`config.mk`:
```
export PLATFORM = sky130hd
export DESIGN_NAME = number_to_seven_segment_formatter
export DESIGN_NICKNAME = d
export VERILOG_FILES = /design/src/sv/nssf_pkg.sv /design/src/sv/nssf_conv.sv /design/src/sv/nssf_fmt.sv /design/src/sv/number_to_seven_segment_formatter.sv
export SDC_FILE = /design/constraint.sdc
export NUM_CORES = 1
export LEC_CHECK = 0
export ABC_CLOCK_PERIOD_IN_PS = 14800
export BUFFER_PORTS_ARGS = -buffer_cell sky130_fd_sc_hd__buf_4
export CAP_MARGIN = 5
export CORE_MARGIN = 5
export CORE_UTILIZATION = 58
export DETAILED_ROUTE_END_ITERATION = 8
export PLACE_DENSITY = 0.83
export SLEW_MARGIN = 20
export SYNTH_ARGS = -nofsm -noshare
export SYNTH_HDL_FRONTEND = slang
export SYNTH_SLANG_ARGS = --single-unit
```
`constraint.sdc`:
```
create_clock -name clk -period 14.8 [get_ports clk]
set_input_delay 2.96 -clock clk [delete_from_list [all_inputs] [get_ports clk]]
set_output_delay 2.96 -clock clk [all_outputs]
set_load 0.02 [all_outputs]
```
`src/sv/nssf_pkg.sv`:
```
package nssf_pkg;

	localparam int NUM_POS = 4;
	localparam int VALUE_W = 16;
	localparam int DIG_W   = 4;
	localparam int CNT_W   = 3;
	localparam int SEG_W   = 7;

	// display mode codes
	localparam logic MODE_DEC = 1'b0;
	localparam logic MODE_HEX = 1'b1;

	// segment patterns, bit0 = A .. bit6 = G
	localparam logic [SEG_W-1:0] SEG_BLANK = 7'h00;
	localparam logic [SEG_W-1:0] SEG_ZERO  = 7'h3F;
	localparam logic [SEG_W-1:0] SEG_MINUS = 7'h40;

	typedef logic [SEG_W-1:0] seg_t;

	// digits of one value, digit 0 is the rightmost
	typedef struct packed {
		logic [NUM_POS-1:0][DIG_W-1:0] dig;
		logic [CNT_W-1:0]              cnt;  // significant digits, 1..NUM_POS
		logic                          neg;  // negative decimal value
	} digits_t;

	function automatic seg_t glyph(input logic [DIG_W-1:0] d);
		seg_t s;
		unique case (d)
			4'h0: s = 7'h3F;
			4'h1: s = 7'h06;
			4'h2: s = 7'h5B;
			4'h3: s = 7'h4F;
			4'h4: s = 7'h66;
			4'h5: s = 7'h6D;
			4'h6: s = 7'h7D;
			4'h7: s = 7'h07;
			4'h8: s = 7'h7F;
			4'h9: s = 7'h6F;
			4'hA: s = 7'h77;
			4'hB: s = 7'h7C;
			4'hC: s = 7'h39;
			4'hD: s = 7'h5E;
			4'hE: s = 7'h79;
			default: s = 7'h71;
		endcase
		return s;
	endfunction

endpackage

```
`src/sv/nssf_conv.sv`:
```
module nssf_conv (
	input  logic [nssf_pkg::VALUE_W-1:0] value,
	input  logic                         mode,
	output nssf_pkg::digits_t            digits
);
	import nssf_pkg::*;

	logic                neg;
	logic [VALUE_W-1:0]  mag;
	logic [31:0]         p1;
	logic [31:0]         p2;
	logic [32:0]         p3;
	logic [30:0]         p4;
	logic [11:0]         q1;   // mag / 10
	logic [8:0]          q2;   // mag / 100
	logic [5:0]          q3;   // mag / 1000
	logic [1:0]          q4;   // mag / 10000
	logic [NUM_POS-1:0][DIG_W-1:0] dec_dig;
	logic [CNT_W-1:0]    dec_cnt;
	logic [CNT_W-1:0]    hex_cnt;

	// magnitude fits 16 bits unsigned, -32768 gives 32768
	assign neg = (mode == MODE_DEC) && value[VALUE_W-1];
	assign mag = neg ? (~value + 16'd1) : value;

	// reciprocal constants, exact for mag <= 32768
	assign p1 = 32'(mag) * 32'd52429;
	assign p2 = 32'(mag) * 32'd5243;
	assign p3 = 33'(mag) * 33'd67109;
	assign p4 = 31'(mag) * 31'd26844;

	assign q1 = p1[30:19];
	assign q2 = p2[27:19];
	assign q3 = p3[31:26];
	assign q4 = p4[29:28];

	assign dec_dig[0] = DIG_W'(mag - 16'(q1) * 16'd10);
	assign dec_dig[1] = DIG_W'(q1 - 12'(q2) * 12'd10);
	assign dec_dig[2] = DIG_W'(q2 - 9'(q3) * 9'd10);
	assign dec_dig[3] = DIG_W'(q3 - 6'(q4) * 6'd10);

	always_comb begin
		if (q3 != '0)      dec_cnt = 3'd4;
		else if (q2 != '0) dec_cnt = 3'd3;
		else if (q1 != '0) dec_cnt = 3'd2;
		else               dec_cnt = 3'd1;
	end

	always_comb begin
		if (value[15:12] != '0)     hex_cnt = 3'd4;
		else if (value[11:8] != '0) hex_cnt = 3'd3;
		else if (value[7:4] != '0)  hex_cnt = 3'd2;
		else                        hex_cnt = 3'd1;
	end

	always_comb begin
		digits.neg = neg;
		if (mode == MODE_HEX) begin
			digits.dig = value;
			digits.cnt = hex_cnt;
		end else begin
			digits.dig = dec_dig;
			digits.cnt = dec_cnt;
		end
	end

endmodule

```
`src/sv/nssf_fmt.sv`:
```
module nssf_fmt (
	input  nssf_pkg::digits_t                           digits,
	input  logic                                        zero_fill,
	output logic [nssf_pkg::NUM_POS-1:0][nssf_pkg::SEG_W-1:0] seg
);
	import nssf_pkg::*;

	// seg[0] is the leftmost position
	for (genvar i = 0; i < NUM_POS; i++) begin : g_pos
		localparam logic [CNT_W-1:0] K = CNT_W'(NUM_POS - 1 - i);
		always_comb begin
			if (K < digits.cnt)                   seg[i] = glyph(digits.dig[NUM_POS-1-i]);
			else if (zero_fill)                   seg[i] = SEG_ZERO;
			else if (digits.neg && K == digits.cnt) seg[i] = SEG_MINUS;
			else                                  seg[i] = SEG_BLANK;
		end
	end

endmodule

```
`src/sv/number_to_seven_segment_formatter.sv`:
```
// Number to seven-segment formatter.
// Input channel (in_valid / in_stall) carries value, mode and zero_fill;
// output channel (out_valid / out_stall) carries four segment patterns,
// seg_pos0 leftmost .. seg_pos3 rightmost, bit0 = A .. bit6 = G.
// A transfer happens on a rising edge with valid high and stall low.
// The accepted item lands in the input register at the transfer edge; digit
// extraction and formatting run in one pass of logic and the result register
// loads once it can advance, raising out_valid. Throughput: one item per
// cycle while out_stall is low, set by the two-register pipeline.
// Decimal digits come from parallel constant reciprocal products, so no
// divider or iterative loop sits in the path.
// Reset (arst_n low) empties both stages; out_valid drops at once.
// When the receiver stalls, the result register holds its patterns; the input
// register keeps filling, and in_stall rises only once both stages are full.
// in_stall is a combinational function of out_stall and the stage valids.
module number_to_seven_segment_formatter (
	input  logic                         clk,
	input  logic                         arst_n,
	input  logic                         in_valid,
	output logic                         in_stall,
	input  logic [nssf_pkg::VALUE_W-1:0] value,
	input  logic                         mode,
	input  logic                         zero_fill,
	output logic                         out_valid,
	input  logic                         out_stall,
	output logic [nssf_pkg::SEG_W-1:0]   seg_pos0,
	output logic [nssf_pkg::SEG_W-1:0]   seg_pos1,
	output logic [nssf_pkg::SEG_W-1:0]   seg_pos2,
	output logic [nssf_pkg::SEG_W-1:0]   seg_pos3
);
	import nssf_pkg::*;

	// input stage
	logic                 valid_s1;
	logic [VALUE_W-1:0]   value_s1;
	logic                 mode_s1;
	logic                 lz_s1;

	// result stage
	logic                 valid_s2;
	logic [NUM_POS-1:0][SEG_W-1:0] seg_s2;

	logic                 adv_s1;
	logic                 adv_s2;
	digits_t              digits;
	logic [NUM_POS-1:0][SEG_W-1:0] seg_c;

	// a stage moves when it is empty or the stage after it moves
	assign adv_s2   = !valid_s2 || !out_stall;
	assign adv_s1   = !valid_s1 || adv_s2;
	assign in_stall = !adv_s1;

	always_ff @(posedge clk or negedge arst_n) begin
		if (!arst_n) begin
			valid_s1 <= 1'b0;
		end else if (adv_s1) begin
			valid_s1 <= in_valid;
		end
	end

	always_ff @(posedge clk) begin
		if (adv_s1 && in_valid) begin
			value_s1 <= value;
			mode_s1  <= mode;
			lz_s1    <= zero_fill;
		end
	end

	nssf_conv u_conv (
		.value  (value_s1),
		.mode   (mode_s1),
		.digits (digits)
	);

	nssf_fmt u_fmt (
		.digits    (digits),
		.zero_fill (lz_s1),
		.seg       (seg_c)
	);

	always_ff @(posedge clk or negedge arst_n) begin
		if (!arst_n) begin
			valid_s2 <= 1'b0;
		end else if (adv_s2) begin
			valid_s2 <= valid_s1;
		end
	end

	always_ff @(posedge clk) begin
		if (adv_s2 && valid_s1) begin
			seg_s2 <= seg_c;
		end
	end

	assign out_valid = valid_s2;
	assign seg_pos0  = seg_s2[0];
	assign seg_pos1  = seg_s2[1];
	assign seg_pos2  = seg_s2[2];
	assign seg_pos3  = seg_s2[3];

	// an empty input stage never pushes back
	a_empty_no_stall: assert property (@(posedge clk) disable iff (!arst_n)
		!valid_s1 |-> !in_stall)
		else $error("in_stall raised with empty input stage");

	// an accepted transfer lands in the input stage
	a_accept_lands: assert property (@(posedge clk) disable iff (!arst_n)
		(in_valid && !in_stall) |=> valid_s1)
		else $error("accepted item lost at input stage");

	// a held item is kept while the output is stalled
	a_full_hold: assert property (@(posedge clk) disable iff (!arst_n)
		(valid_s1 && valid_s2 && out_stall) |=> (valid_s1 && valid_s2))
		else $error("item dropped under output stall");

	// a pending item follows a delivered result
	a_refill: assert property (@(posedge clk) disable iff (!arst_n)
		(valid_s1 && valid_s2 && !out_stall) |=> valid_s2)
		else $error("pending item not moved to result stage");

endmodule

```
Word level (Yosys, flattened, before mapping)

Memories as Yosys holds them, arrays and structs flattened. A register that Yosys moved wholly into a read port is not among the register bits.
Cells that the tools add are included.

Register bits: 41
Memory bits (read-only): 448
Output and inout port bits: 30
Memories kept: 4

$add $sub $neg: 5
Multiply operators: 8
Order comparisons: 3
Equal/unequal tests: 3
Mux-type cells: 17
Bitwise gates (word level): 2
Reduce and logical (&&, ||, !) cells: 18

Memory list:

| memory          | depth | width | read ports | clocked after memory_dff | write ports | RTL line       | source |
|---|---|---|---|---|---|---|---|
| (no name shown) | 16    | 7     | 1          | 1                        | 0           | nssf_pkg.sv:29 | `unique case (d)` |
| (no name shown) | 16    | 7     | 1          | 0                        | 0           | nssf_pkg.sv:29 |  |
| (no name shown) | 16    | 7     | 1          | 0                        | 0           | nssf_pkg.sv:29 |  |
| (no name shown) | 16    | 7     | 1          | 0                        | 0           | nssf_pkg.sv:29 |  |

Operators by type and width:

| operator                 | count |
|---|---|
| $mux W7                  | 9 |
| $mul A16 B13 Y28 const B | 2 |
| $mul A16 B17 Y32 const B | 1 |
| $mul A16 B16 Y31 const B | 1 |
| $mux W19                 | 1 |
| $add A16 B1 Y16 const B  | 1 |
| $mux W16                 | 1 |
| $not A16 Y16             | 1 |
| $sub A4 B4 Y4            | 4 |
| $mul A12 B3 Y3 const B   | 1 |
| $mux W3                  | 4 |
| $reduce_bool A12 Y1      | 1 |
| $reduce_bool A4 Y1       | 3 |
| $mul A9 B3 Y3 const B    | 1 |
| $reduce_bool A9 Y1       | 1 |
| $eq A2 B3 Y1 const A     | 2 |
| $logic_and A1 B1 Y1      | 6 |
| $lt A2 B3 Y1 const A     | 2 |
| $mul A6 B3 Y3 const B    | 1 |
| $reduce_bool A6 Y1       | 1 |
| $logic_not A1 Y1         | 4 |
| $mux W2                  | 2 |
| $eq A1 B3 Y1 const A     | 1 |
| $lt A1 B3 Y1 const A     | 1 |
| other kinds (3)          | 4 |

Depth between registers and ports, before layout

Gate-level depths: netlist of the first run.

Depth in word-level cells: 14
Mapped depth: 35
Mapped depth without buffers: 34

Hierarchy

A second synthesis of the first run with hierarchy kept.

Cells, all modules: 1805
Area, all modules: 17481.8 sq um

By module, submodules not included:

| module                            | instances | cells each | area each (sq um) | sequential area each (sq um) |
|---|---|---|---|---|
| nssf_conv                         | 1         | 1568       | 14716.6           | 0.0 |
| number_to_seven_segment_formatter | 1         | 54         | 1473.9            | 1431.4 |
| nssf_fmt                          | 1         | 183        | 1291.2            | 0.0 |

Worst setup path after synthesis of the first run

Ideal clock, no wire load.

Path kind: register to register
From: register value_s1[0]
To: register seg_s2 (netlist bit seg_pos2[1]), data pin
Arrival time: 9.280 ns
Data required time: 14.532 ns
Setup slack: 5.253 ns
Cell stages (with the launch flop): 31
Buffers on the path: 1
Clock period less this slack: 9.547 ns
Path through: edfxtp_1 > inv_1 > ha_1 > nor3b_1 > and3b_1 > nor2_1 > xor2_1 > inv_1 > ha_1 > fa_1 > fa_1 > fa_1 > fa_1 > inv_1 > fa_1 > ha_1 > buf_4 > inv_1 > or3_1 > nor3b_2 > a211oi_4 > xor2_1 > ha_1 > inv_1 > fa_1 > xor3_1 > xnor3_1 > mux2i_4 > mux2_1 > o32ai_1 > o21ai_1

RTL lines:

| element                | RTL line                                | source |
|---|---|---|
| from (decl)            | number_to_seven_segment_formatter.sv:35 | `logic [VALUE_W-1:0] value_s1;` |
| from (signal assigned) | number_to_seven_segment_formatter.sv:63 | `value_s1 <= value;` |
| to (signal assigned)   | number_to_seven_segment_formatter.sv:91 | `seg_s2 <= seg_c;` |
| to (decl)              | number_to_seven_segment_formatter.sv:41 | `logic [NUM_POS-1:0][SEG_W-1:0] seg_s2;` |

==> impl_metrics.py, run 1 <==
metrics = {
    "run_status": {
        "status": "completed",
    },
    "sta": {
        "rsz0062_at_grt": "no",
        "setup_ws_ns": 3.83,
        "slew-limit-headroom": 0.275,
        "fin_crit_sh": 0.741,
        "tightestPinTransition_ns": 1.08,
        "slew_viol_final": 0,
        "hold_viol_final": 0,
        "setup_viol": 0,
        "fin_setup_tns_ns": 0,
        "max_freq_mhz": 91.1,
        "fin_skew_ns": 0.0105,
        "fin_crit_ns": 10.97,
    },
    "route": {
        "vias": 14123,
        "wire_per_inst_microns": 20.9,
        "ant_nets": 0,
        "drc": 0,
        "wl_microns": 49200,
        "drtIter0Drc": 1082,
        "vias_per_cell": 6.00,
        "drtPass1Iterations": 6,
    },
    "synth": {
        "avgSynthCellArea_sq_um": 9.71,
        "synth-edff-count": 46,
        "yosysWarnings": 0,
        "synth_seq_area_share": 0.0777,
        "synth_ff_type": "edfxtp_1",
        "syn_area_sq_um": 18400,
        "ys_ff_latch": 48,
        "synth_nets": 2606,
        "synthArstFlopShare": 0.0417,
        "postSynthCellCount": 1896,
        "yosysUniqueCellTypes": 103,
    },
    "setup_path": {
        "path_max_fanout": 25,
        "end_kind": "register",
        "crit_path_start_kind": "register",
        "path_class": "register to register",
        "slowest_stage": "edfxtp_1",
        "critPathBufInv": 7,
        "crit_required_ns": 14.83,
        "rrSetupSlack_ns": 3.83,
        "worst_ep_arrival_time_ns": 11.00,
        "slowest_delay_ns": 0.91,
        "cp_top_family": "adder cells",
    },
    "clocking": {
        "cts_resized": 0,
        "cts_tree": "yes",
        "clockRootBuffer": "clkbuf_16",
        "cts_buffers": 5,
        "cts_setup_buffers": 0,
        "htree_levels": 2,
        "cts_buffer_depth": 2,
        "clk_pin_slew_worst_paths_ns": 0.07,
        "clk-insertion-delay-late_ns": 0.30,
        "postCtsHoldBufs": 0,
        "cts.sinks": 48,
    },
    "placed_design": {
        "port_buffers": 51,
        "routabilityCongestion": 1.03,
        "dp_slack_ns": 4.03,
        "dp_hpwl_microns": 42300,
        "dp_cells": 2345,
    },
    "die": {
        "ioPinCount": 52,
        "rows": 65,
        "dieHeight_microns": 188,
        "initial_core_util": 0.585,
        "die-area_sq_um": 35400,
        "fp.dieW_microns": 188,
        "core-area_sq_um": 31500,
    },
    "final_layout": {
        "layout.cells.non_filler": 2354,
        "drive_above_1_share": 0.0692,
        "layout.nets": 2660,
        "area_growth_pct": 5.92,
        "postLayoutCoreUtil": 0.620,
    },
    "global_route": {
        "grt_pass1_vias": 15063,
        "grt-ovfl-total": 0,
        "grt_max_degree": 26,
        "globalRouteTotalUtil": 0.282,
        "antenna_found_initial": 1,
        "grt_pass1_wl_microns": 79500,
    },
    "min_path": {
        "hold_class": "register to register",
    },
    "job": {
        "drv_cap": 0,
    },
}
[synth_stat cells, drive strengths merged (4+ instances only)]
library cell    n  area share
a2111oi         5      0.0031
a211o           8      0.0038
a211oi         14      0.0075
a21boi          5      0.0020
a21o           18      0.0073
a21oi          79       0.022
a221oi          7      0.0043
a31oi           8      0.0027
and2            6      0.0020
and3           10      0.0034
and4            4      0.0020
buf            10      0.0036
clkbuf         11      0.0024
edfxtp         46       0.075
fa            261        0.28
ha            427        0.29
inv           485       0.099
mux2            6      0.0037
mux2i          31       0.018
nand2          74       0.015
nand2b          4      0.0014
nand3          24      0.0068
nand4          17      0.0058
nor2           55       0.011
nor2b           4      0.0014
nor3           22      0.0069
nor3b           4      0.0025
nor4           10      0.0050
nor4b           5      0.0024
o211a           4      0.0022
o211ai         17      0.0069
o21a            9      0.0037
o21ai          57       0.016
o21bai          4      0.0022
o221a           4      0.0024
o22ai           7      0.0027
o311ai          4      0.0023
o31ai           7      0.0036
or2             7      0.0024
or3            11      0.0037
or4             4      0.0022
xnor2          43       0.021
xor2           15      0.0075
[cells by family (layout without fill, tap and decap cells)]
family / after synthesis / count (layout) / synth area share
and+or+nand+nor: 266 / 266 / 0.0768
other: 0 / 1 / 0
AOI/OAI and AO/OA: 288 / 288 / 0.110
DFF: 48 / 48 / 0.0777
muxes: 38 / 38 / 0.0231
buffers and inverters: 506 / 561 / 0.105
adders and majority gates: 688 / 688 / 0.574
xor gates and xnor gates: 62 / 62 / 0.0334
[final cells by class]
class | instances | area, sq um
multi-input cells | 1342 | 15100
diodes | 1 | 2.50
flip-flops and latches | 48 | 1430
clock buffers | 5 | 125
inverters | 485 | 1820
fillers | 2536 | 12000
repair buffers | 68 | 510
clock inverters | 3 | 17.5
well taps | 402 | 503
[worst paths after layout]
path / start / to / cells after the start
setup / recovery: mode_s1 / seg_pos2[1] / 32
hold / removal: valid_s1 / out_valid / 1
setup reg to reg: mode_s1 / seg_pos2[1] / 32
hold reg to reg: valid_s1 / out_valid / 1
max in group asynchronous: arst_n / valid_s1 / 1
min in group asynchronous: arst_n / out_valid / 1
[sequential cells by signal (all words and copies together) (netlist names)]
signal     cells
lz_s1          1
mode_s1        1
out_valid      1
seg_pos0       7
seg_pos1       7
seg_pos2       7
seg_pos3       7
valid_s1       1
value_s1      16
[per-stage QoR]
stage          hold slack [ns]  cell area, sq um
2_1_floorplan            0.443             18400
3_3_place_gp             0.462             19300
3_5_place_dp             0.476             19400
4_1_cts                  0.494             19500
5_1_grt                  0.520             19500
6_report                 0.492             19500
[per-layer routing]
layer / track usage / part of all wire
met2: 0.463 / 0.47
met3: 0.0550 / 0.083
met1: 0.372 / 0.40
met4: 0.104 / 0.045
met5: 0 / 0.00026
[layout by cell type, fill, tap and decap left out, types with 12 or more instances in the layout]
master / instances
inv_1: 483
ha_1: 427
fa_1: 261
a21oi_1: 76
nand2_1: 74
buf_4: 68
nor2_1: 55
edfxtp_1: 46
o21ai_0: 43
xnor2_1: 41
mux2i_1: 29
nand3_1: 23
nor3_1: 20
a21o_1: 18
nand4_1: 17
o211ai_1: 17
o21ai_1: 12
Power of run 1 is not shown: default switching activity piles up to over one toggle a cycle in this logic, so the estimate is an artifact.
==> run 2: changes to the inputs <==
--- a/config.mk
+++ b/config.mk
@@ -5,7 +5,8 @@
 export SDC_FILE = /design/constraint.sdc
 export NUM_CORES = 1
 export LEC_CHECK = 0
-export ABC_CLOCK_PERIOD_IN_PS = 14800
+export ABC_AREA = 1
+export ABC_CLOCK_PERIOD_IN_PS = 11400
 export BUFFER_PORTS_ARGS = -buffer_cell sky130_fd_sc_hd__buf_4
 export CAP_MARGIN = 5
 export CORE_MARGIN = 5
==> constraint.sdc (replaced) <==
create_clock -name clk -period 11.4 [get_ports clk]
set_input_delay 2.28 -clock clk [delete_from_list [all_inputs] [get_ports clk]]
set_output_delay 2.28 -clock clk [all_outputs]
set_load 0.02 [all_outputs]
==> run 2 against run 1 <==
  * Maximum frequency rose by 14%
  * Sequential cell count is the same
  * Wire length is 12% higher
  * Final cell count rose by 30%
  * Synthesized cell count rose by 35%
  * Global-route usage increased by 1.1 points
  * Clock-buffer cell count did not move
  * Critical path type unchanged
==> impl_metrics.py, run 2 <==
metrics = {
    "run_status": {
        "status": "completed",
    },
    "clocking": {
        "clk-insertion-delay-late_ns": 0.29,
        "htree_levels": 2,
        "postCtsHoldBufs": 0,
        "cts.sinks": 48,
        "clk_pin_slew_worst_paths_ns": 0.07,
        "clockRootBuffer": "clkbuf_16",
        "cts_tree": "yes",
        "cts_buffers": 5,
        "cts_buffer_depth": 2,
        "cts_resized": 0,
        "cts_setup_buffers": 0,
    },
    "setup_path": {
        "slowest_delay_ns": 0.78,
        "crit_path_start_kind": "register",
        "path_class": "register to register",
        "rrSetupSlack_ns": 1.75,
        "critical_path_depth": 42,
        "crit_required_ns": 11.55,
        "r2r_end": "seg_pos3[3]",
        "reg2regPathDepth": 42,
        "path_max_fanout": 10,
        "cp_top_family": "adder cells",
        "worst_ep_arrival_time_ns": 9.81,
        "r2r-start": "value_s1[0]",
        "critPathBufInv": 13,
        "end_kind": "register",
        "slowest_stage": "nor2_1",
        "cpMostUsedCell": "inv_1",
    },
    "route": {
        "wl_microns": 55200,
        "vias": 16526,
        "drtPass1Iterations": 6,
        "wire_per_inst_microns": 18.0,
        "ant_nets": 0,
        "vias_per_cell": 5.38,
        "drc": 0,
        "drtIter0Drc": 1056,
    },
    "global_route": {
        "globalRouteTotalUtil": 0.292,
        "grt_pass1_wl_microns": 88500,
        "antenna_found_initial": 0,
        "grt_max_degree": 29,
        "grt_pass1_vias": 17052,
        "grt-ovfl-total": 0,
    },
    "synth": {
        "synthAdderAreaFrac": 0.534,
        "ys_top_cells_by_area": "ha_1 (27%), fa_1 (26%), inv_1 (13%)",
        "synth_ff_type": "edfxtp_1",
        "ys_ff_latch": 48,
        "yosys.area.top_type_share": 0.270,
        "synth_nets": 3270,
        "synth_area_leader_cell": "ha_1",
        "syn_area_sq_um": 19800,
        "synthArstFlopShare": 0.0417,
        "synth_xor_area_frac": 0.0171,
        "postSynthCellCount": 2560,
        "synthTopCellsByCount": "inv_1 (697), nand2_1 (568), ha_1 (427), fa_1 (261), nor2_1 (141)",
        "synth.most_common_cell": "inv_1",
        "synth-simple-area-share": 0.195,
        "muxShareOfSynthArea": 0,
        "synth_top_family_by_area": "adder cells",
        "synth-edff-count": 46,
        "yosysWarnings": 0,
        "avgSynthCellArea_sq_um": 7.73,
        "synth_compound_area_frac": 0.0458,
        "yosysUniqueCellTypes": 44,
        "synth_seq_area_share": 0.0723,
    },
    "final_layout": {
        "multiInputGateArea_sq_um": 15700,
        "diodes": 0,
        "layout_commonest_cell": "inv_1",
        "regArea_sq_um": 1430,
        "mostFrequentLayoutCells": "inv_1 (697), nand2_1 (568), ha_1 (427)",
        "largest_register_ffs": 16,
        "regMostFlops": "value_s1",
        "layout.nets": 3332,
        "n_fill_cell": 2949,
        "area_growth_pct": 5.80,
        "drive_above_1_share": 0.0446,
    },
    "min_path": {
        "min-delay-start": "valid_s1",
        "hold_class": "register to register",
        "whs_path_depth": 2,
        "worstHoldEndpoint": "out_valid",
    },
    "placed_design": {
        "dp_hpwl_microns": 48800,
        "routabilityCongestion": 1.00,
        "port_buffers": 51,
    },
    "sta": {
        "fin_crit_ns": 9.65,
        "rsz0062_at_grt": "no",
        "tightestPinTransition_ns": 0.992,
        "hold_viol_final": 0,
        "slew_viol_final": 0,
        "fin_skew_ns": 0.00830,
        "max_freq_mhz": 104,
        "slew-limit-headroom": 0.336,
        "fin_crit_sh": 0.847,
        "fin_setup_tns_ns": 0,
        "setup_viol": 0,
    },
    "die": {
        "rows": 67,
        "initial_core_util": 0.589,
        "dieHeight_microns": 195,
        "core-area_sq_um": 33600,
        "fp.dieW_microns": 195,
        "ioPinCount": 52,
        "die-area_sq_um": 37900,
    },
    "job": {
        "drv_cap": 0,
    },
}
run 2: metrics by stage:
step | area (sq um) | hold slack, ns | instances | util | setup slack, ns
floorplan | 19800 | 0.433 | 2560 | - | 3.09
global placement | 20800 | 0.460 | 3063 | 0.619 | 2.17
detailed placement | 20800 | 0.498 | 3063 | 0.619 | 2.01
CTS | 20900 | 0.513 | 3071 | 0.623 | 1.98
global route | 20900 | 0.535 | 3071 | 0.623 | 1.13
finish | 20900 | 0.506 | 3071 | 0.623 | 1.75
run 2: cell families (layout without fill, tap and decap cells):
family	Yosys count	in the layout
fa+ha+maj	688	688
xor+xnor	37	37
buf+inv	711	774
flops	48	48
compound gates	161	161
simple gates	915	915
run 2: worst max path at each step:
stage | start | end | slack, ns
CTS | value_s1[0] | seg_pos1[1] | 1.98
finish | value_s1[0] | seg_pos3[3] | 1.75
global route | value_s1[0] | seg_pos2[6] | 1.13
floorplan | value_s1[0] | seg_pos2[6] | 3.09
global placement | value_s1[0] | seg_pos1[1] | 2.17
detailed placement | value_s1[0] | seg_pos1[1] | 2.01
run 2: routing by layer:
layer,GRT usage,part of all wire,vias up
met4,0.111,0.045,0
met5,0,0,-
met2,0.489,0.46,642
met3,0.0417,0.074,133
li1,-,-,7976
met1,0.387,0.42,7775
run 2: layout make-up:
type                            instances  share of cell area
Sequential cell                        48              0.0684
Clock inverter                          3            0.000837
Multi-Input combinational cell       1801               0.749
Clock buffer                            5             0.00598
Timing Repair Buffer                   63              0.0226
Inverter                              703               0.126
Tap cell                              448              0.0268
run 2: worst reg2reg max path: cells and delay by family, from the launching register on:
family	cells	cell delay (ns)
xor+xnor	1	0.15
fa+ha+maj	9	3.59
compound gates	3	0.62
simple gates	16	3.04
flops	1	0.40
buf+inv	13	1.70
Power of run 2 is left out for the same reason.
